$ cat src/hdl/ffva_pkg.sv
// Shared constants and the route token type for the first-fit vehicle assigner.
`timescale 1ns / 1ps
`default_nettype none

package ffva_pkg;

  localparam int MAX_UNITS_DEFAULT = 64;

  localparam int STATION_W = 12;
  localparam int TIME_W    = 24;
  localparam int UNIT_W    = 6;
  localparam int COUNT_W   = 7;

  // Route request as it travels along the cell row, with the search flags so far.
  typedef struct packed {
    logic                 valid;
    logic                 found;
    logic                 fresh;
    logic                 last;
    logic [STATION_W-1:0] origin;
    logic [STATION_W-1:0] terminal;
    logic [TIME_W-1:0]    start;
    logic [TIME_W-1:0]    fin;
  } tok_t;

endpackage

`default_nettype wire

$ cat src/hdl/ffva_cell.sv
// One vehicle slot cell: holds the slot state and passes the route request onward.
`timescale 1ns / 1ps
`default_nettype none

module ffva_cell #(
  parameter int MAX_UNITS = ffva_pkg::MAX_UNITS_DEFAULT,
  parameter int INDEX     = 0
) (
  input  wire  logic                                   clk,
  input  wire  logic                                   rst,
  input  wire  logic                                   en,
  input  wire  ffva_pkg::tok_t                         tok_in,
  input  wire  logic [$clog2(MAX_UNITS)-1:0]           pick_in,
  input  wire  logic [$clog2(MAX_UNITS+1)-1:0]         count_in,
  output ffva_pkg::tok_t                               tok_out,
  output logic [$clog2(MAX_UNITS)-1:0]                 pick_out,
  output logic [$clog2(MAX_UNITS+1)-1:0]               count_out
);

  localparam int IW = $clog2(MAX_UNITS);
  localparam int CW = $clog2(MAX_UNITS + 1);

  logic                           used;
  logic [ffva_pkg::STATION_W-1:0] terminal;
  logic [ffva_pkg::TIME_W-1:0]    fin_time;
  logic                           hit;
  logic                           used_after;

  // First fit: only a request that has not been placed yet may claim this slot.
  assign hit = tok_in.valid && !tok_in.found &&
               (!used || ((terminal == tok_in.origin) && (tok_in.start > fin_time)));
  assign used_after = used || hit;

  always_ff @(posedge clk) begin
    if (rst) begin
      used          <= 1'b0;
      tok_out.valid <= 1'b0;
    end else if (en) begin
      if (hit) begin
        used     <= 1'b1;
        terminal <= tok_in.terminal;
        fin_time <= tok_in.fin;
      end
      // drop the slot once the last route of a batch has gone past
      if (tok_in.valid && tok_in.last) begin
        used <= 1'b0;
      end
      tok_out.valid    <= tok_in.valid;
      tok_out.found    <= tok_in.found || hit;
      tok_out.fresh    <= tok_in.fresh || (hit && !used);
      tok_out.last     <= tok_in.last;
      tok_out.origin   <= tok_in.origin;
      tok_out.terminal <= tok_in.terminal;
      tok_out.start    <= tok_in.start;
      tok_out.fin      <= tok_in.fin;
      pick_out         <= hit ? IW'(INDEX) : pick_in;
      count_out        <= count_in + CW'(used_after);
    end
  end

endmodule

`default_nettype wire

$ cat config.mk
export PLATFORM = sky130hd
export DESIGN_NAME = ffva_cell
export DESIGN_NICKNAME = d
export VERILOG_FILES = /design/src/hdl/ffva_pkg.sv /design/src/hdl/ffva_cell.sv
export SDC_FILE = /design/constraint.sdc
export NUM_CORES = 1
export LEC_CHECK = 0
export CORE_MARGIN = 5
export CORE_UTILIZATION = 30
export DETAILED_ROUTE_END_ITERATION = 7
export DONT_BUFFER_PORTS = 1
export SYNTH_ARGS = -nofsm -noshare
export SYNTH_HDL_FRONTEND = slang
export SYNTH_SLANG_ARGS = --single-unit
$ cat constraint.sdc
create_clock -name clk -period 9.1 [get_ports clk]
set_input_delay 1.82 -clock clk [delete_from_list [all_inputs] [get_ports clk]]
set_output_delay 1.82 -clock clk [all_outputs]
set_load 0.01 [all_outputs]
; ---- Word level (Yosys, flattened, before mapping)
; Cells that the tools add are included.
[word_totals]
reg_bits = 126
input_bits = 92
elab_cells = 34
out_inout_bits = 89
[op_classes]
n_reduce_logical = 15
n_eq_ne = 1
order_cmp = 1
mux = 2
bitwise = 1
addsub = 1
[ops]
columns = operator, n
row1 = greater-than comparator 24 bit, 1
row2 = == test 12 bit, 1
row3 = adder 7 x 1 -> 7 bit, 1
row4 = logical AND 1 bit, 5
row5 = logical OR 1 bit, 4
row6 = AND reduction 2 bit, 2
row7 = AND reduction 3 bit, 1
row8 = zero test 1 bit, 2
row9 = 2-to-1 mux 1 bit, 2
row10 = nonzero test 2 bit, 1
row11 = inverter 1 bit, 1

; ---- Depth between registers and ports, before layout
[logic_depth]
ltp_word = 6
ltp_mapped = 8
depth_no_buf = 7

; ---- Least setup slack after synthesis
; OpenSTA, ideal clock, no wires.
[synth_path]
path_kind = input to register
start = in rst
end = reg fin_time[0] (netlist name), enable pin
path_stages = 3
slack_ps = 1228
setup_time_ps = 396
arrival_ps = 7476
cell_sequence = nor2b_1 -> and3_2 -> a22o_1
[synth_via]
elab_chain_cells = 2
[synth_lines]
columns = item, line
row1 = "start, declared", ffva_cell.sv:10  ; input wire logic rst,
row2 = inverter 1 bit (no source line), --
row3 = AND reduction 3 bit (no source line), --
row4 = "end signal, assigned", ffva_cell.sv:42  ; fin_time <= tok_in.fin;
row5 = "end, declared", ffva_cell.sv:25  ; logic [ffva_pkg::TIME_W-1:0] fin_time;
; No other way between the ends.
; A chain may end at the register's enable or synchronous reset.

; ---- Final worst setup path
[layout_path]
start = in tok_in[47] (netlist name)
end = reg fin_time[4] (netlist name), enable pin
[layout_via]
elab_chain_cells = 5
[layout_lines]
columns = item, line
row1 = "start, declared", ffva_cell.sv:12  ; input wire ffva_pkg::tok_t tok_in,
row2 = greater-than comparator 24 bit, ffva_cell.sv:31  ; (!used || ((terminal == tok_in.origin) && (tok_in.start > fin_time)));
row3 = logical AND 1 bit, ffva_cell.sv:31
row4 = logical OR 1 bit, ffva_cell.sv:31
row5 = logical AND 1 bit, ffva_cell.sv:30  ; assign hit = tok_in.valid && !tok_in.found &&
row6 = AND reduction 3 bit (no source line), --
; No other way between the ends.

==> metrics.md <==
| Metric | Value |
|---|---|
| Status | `completed` |
| Average size of a mapped cell | `17.5 sq um` |
| Mapped Area | `0.00480 sq mm` |
| Via count | `2270` |
| First-pass GRT wire length | `13.6 mm` |
| Clock Tree Buf Depth | `2` |
| Max Fclk | `0.251 GHz` |
| Worst reg2reg endpoint | `fin_time[4]$_DFFE_PP_` |
| Initial cell density of the core | `30.4%` |
| R2R Setup Slk | `6170 ps` |
| CTS Hold Bufs | `0` |
| CP required | `9130 ps` |
| Yosys reg bits | `126` |
| Total Routing Usage GR | `10.3%` |
| Slew margin rel. | `29.0%` |
| Hold Path Class | `flip-flop to flip-flop` |
| RSZ-0062 raised after global routing | `no` |
| Chip width | `136 um` |
| Largest net degree at the start of global routing | `88` |
| DRT Pass-1 Iters | `4` |
| RR Startpoint | `fin_time[23]$_DFFE_PP_` |
| CTS sink cnt | `126` |
| Drt initial violations | `101` |
| CTS tree | `yes` |
| Met3 Routed Length | `1.01 mm` |
| Post-CTS setup buffers | `0` |
| Port Buffers | `0` |
| Period utilisation layout | `43.7%` |
| Sum Neg Setup Slack | `0 ps` |
| Area of the die | `0.0186 sq mm` |
| LEAKAGE | `2.01 nW` |
| PostCTS Resize Cnt | `0` |
| Tmin final | `3980 ps` |
| Fill cells | `1496` |
| Least-Margin Pin Slew | `1070 ps` |
| Top fanout value on the critical path | `36` |
| CTS H-tree lvls | `4` |
| Residual DRC | `0` |
| Vias per cell | `4.36` |
| Vias in the first global route | `2430` |
| Metal-1 WL | `3.64 mm` |
| Root buffer cell | `clkbuf_16` |
| Number of CTS-inserted buffers | `17` |
| Cells on worst reg2reg path | `7` |
| Crit path DAT | `4010 ps` |
| Layout net count | `410` |
| Register area share after synthesis | `78.5%` |
| Syn_nets | `392` |
| N_diodes | `0` |
| Gr ovfl total | `0` |
| Core ar. | `0.0158 sq mm` |
| Row cnt | `46` |
| Highest Signal Layer | `met4` |
| Worst Hold Slack | `515 ps` |
| Synth Flop Type | `edfxtp_1` |
| Synth Instances | `274` |
| Worst setup EP type | `flip-flop` |
| Detailed Place HPWL | `6.97 mm` |
| Total power | `0.00141 W` |
| Post-DRT Antenna Nets | `0` |
| Critical Path End | `fin_time[4]$_DFFE_PP_` |
| WL met2 | `4.62 mm` |
| Yosys cell types | `30` |
| Num ports | `181` |
| Post-synthesis async set-or-reset flop share | `0%` |
| Critical path class | `input pin to flip-flop` |
| Wire per inst | `18.2 um` |
| Placed cell area | `0.00507 sq mm` |
| Worst-path clk slew | `50 ps` |
| Die Ht | `136 um` |
| Final setup viols | `0` |
| Layout area overhead | `18.1%` |
| Crit start category | `input pin` |
| Share of cells above drive strength 1 | `13.1%` |
| Ys Warns | `0` |
| Routability cong. | `0.679` |
| Largest vdd supply drop | `0.000120 V` |
| Final Hold Viols | `0` |
| Worst clock skew | `7.56 ps` |
| Fin area | `0.00567 sq mm` |
| Final slew viol count | `0` |
| Critical Path Source | `tok_in[47]` |
| Max_cap viols | `0` |
| Worst-Skew Late Latency | `410 ps` |
| Power Density | `249 mW/mm^2` |
| Initial antenna violation count | `0` |
| Post-synth EDFFs | `124` |
| Total length of routed wires | `9.48 mm` |
-- flip-flops by register name (all words and copies together), names as in the netlist --
| register | count |
|---|---|
| fin_time | 24 |
| pick_out | 6 |
| used | 1 |
| tok_out | 76 |
| terminal | 12 |
| count_out | 7 |
-- routing by layer --
layer | vias to the layer above | global-route usage, %
met2 | 110 | 16.0
met1 | 1078 | 11.1
met5 | - | 0
met3 | 14 | 6.37
met4 | 0 | 4.98
li1 | 1068 | -
-- how the worst min path moves through the flow --
stage	start	end	slack, ps	cells past startpoint
floorplan	used$_SDFFE_PP0P_	used$_SDFFE_PP0P_	490	2
global placement	tok_out[75]$_SDFFE_PP0P_	tok_out[75]$_SDFFE_PP0P_	510	2
detailed placement	tok_out[75]$_SDFFE_PP0P_	tok_out[75]$_SDFFE_PP0P_	510	2
CTS	tok_out[75]$_SDFFE_PP0P_	tok_out[75]$_SDFFE_PP0P_	520	2
global route	used$_SDFFE_PP0P_	used$_SDFFE_PP0P_	550	2
finish	tok_out[75]$_SDFFE_PP0P_	tok_out[75]$_SDFFE_PP0P_	510	2
-- cell usage after synthesis (2+ instances only) --
cell type / n / area share, %
edfxtp_1: 124 / 78
inv_1: 27 / 2.1
ha_1: 26 / 6.8
a21oi_1: 18 / 1.9
xnor2_1: 15 / 2.7
nand2_1: 14 / 1.1
nand3_1: 6 / 0.63
nand2b_1: 5 / 0.65
nor2_1: 5 / 0.39
nand4_1: 4 / 0.52
o21ai_0: 4 / 0.42
nand4_2: 3 / 0.78
nor3_1: 3 / 0.31
a211oi_1: 2 / 0.31
dfxtp_1: 2 / 0.83
xor2_1: 2 / 0.37
-- through the flow --
step | cells | setup slack, ps | utilization, %
finish | 521 | 5120 | 35.9
global route | 521 | 4900 | 35.9
CTS | 521 | 5030 | 35.9
detailed placement | 489 | 4590 | 32.1
global placement | 489 | 4730 | 32.1
floorplan | 274 | 1230 | -
-- worst max-delay path: stages --
cell and delay, ps:
ha_1 310, nand4_2 180, nor4_4 380, o311ai_1 180, nand3_1 300, a22o_2 820
-- final cells by class --
cell class                      count  area [sq um]  area share, %
Multi-Input combinational cell    119           926           16.3
Tap cell                          216           270           4.77
Sequential cell                   126          3760           66.4
Inverter                           27           101           1.79
Clock inverter                     14           168           2.96
Timing Repair Buffer                1          7.51          0.133
Clock buffer                       18           429           7.58
-- cells in the final DEF (no fill, tap or decap), types with 2 or more instances in the layout --
cell / Yosys / layout
o21ai_0: 4 / 4
xor2_1: 2 / 2
inv_6: 0 / 2
clkinvlp_4: 0 / 5
nand3_1: 6 / 6
xnor2_1: 15 / 15
nor3_1: 3 / 3
nand4_2: 3 / 3
a21oi_1: 18 / 18
clkbuf_16: 0 / 17
edfxtp_1: 124 / 124
ha_1: 26 / 26
a211oi_1: 2 / 2
nand2b_1: 5 / 5
inv_1: 27 / 27
nand2_1: 14 / 14
nand4_1: 4 / 4
dfxtp_1: 2 / 2
clkinv_2: 0 / 2
bufinv_16: 0 / 3
nor2_1: 5 / 5
-- where the power goes --
group	internal (W)	switching, W	total [W]
Combinational	0.0000138	0.0000239	0.0000378
Sequential	0.000674	0.0000243	0.000698
Clock	0.000430	0.000247	0.000677
Total	0.00112	0.000295	0.00141
-- cell families after synthesis --
kind of cell | Yosys count | synth area share [%]
and+or+nand+nor | 46 | 5.56
xor gates and xnor gates | 17 | 3.10
adders and majority gates | 26 | 6.78
DFF | 126 | 78.5
buffers and inverters | 29 | 2.43
AOI/OAI and AO/OA | 30 | 3.68
No activity file was read; power rests on OpenSTA's default activity.
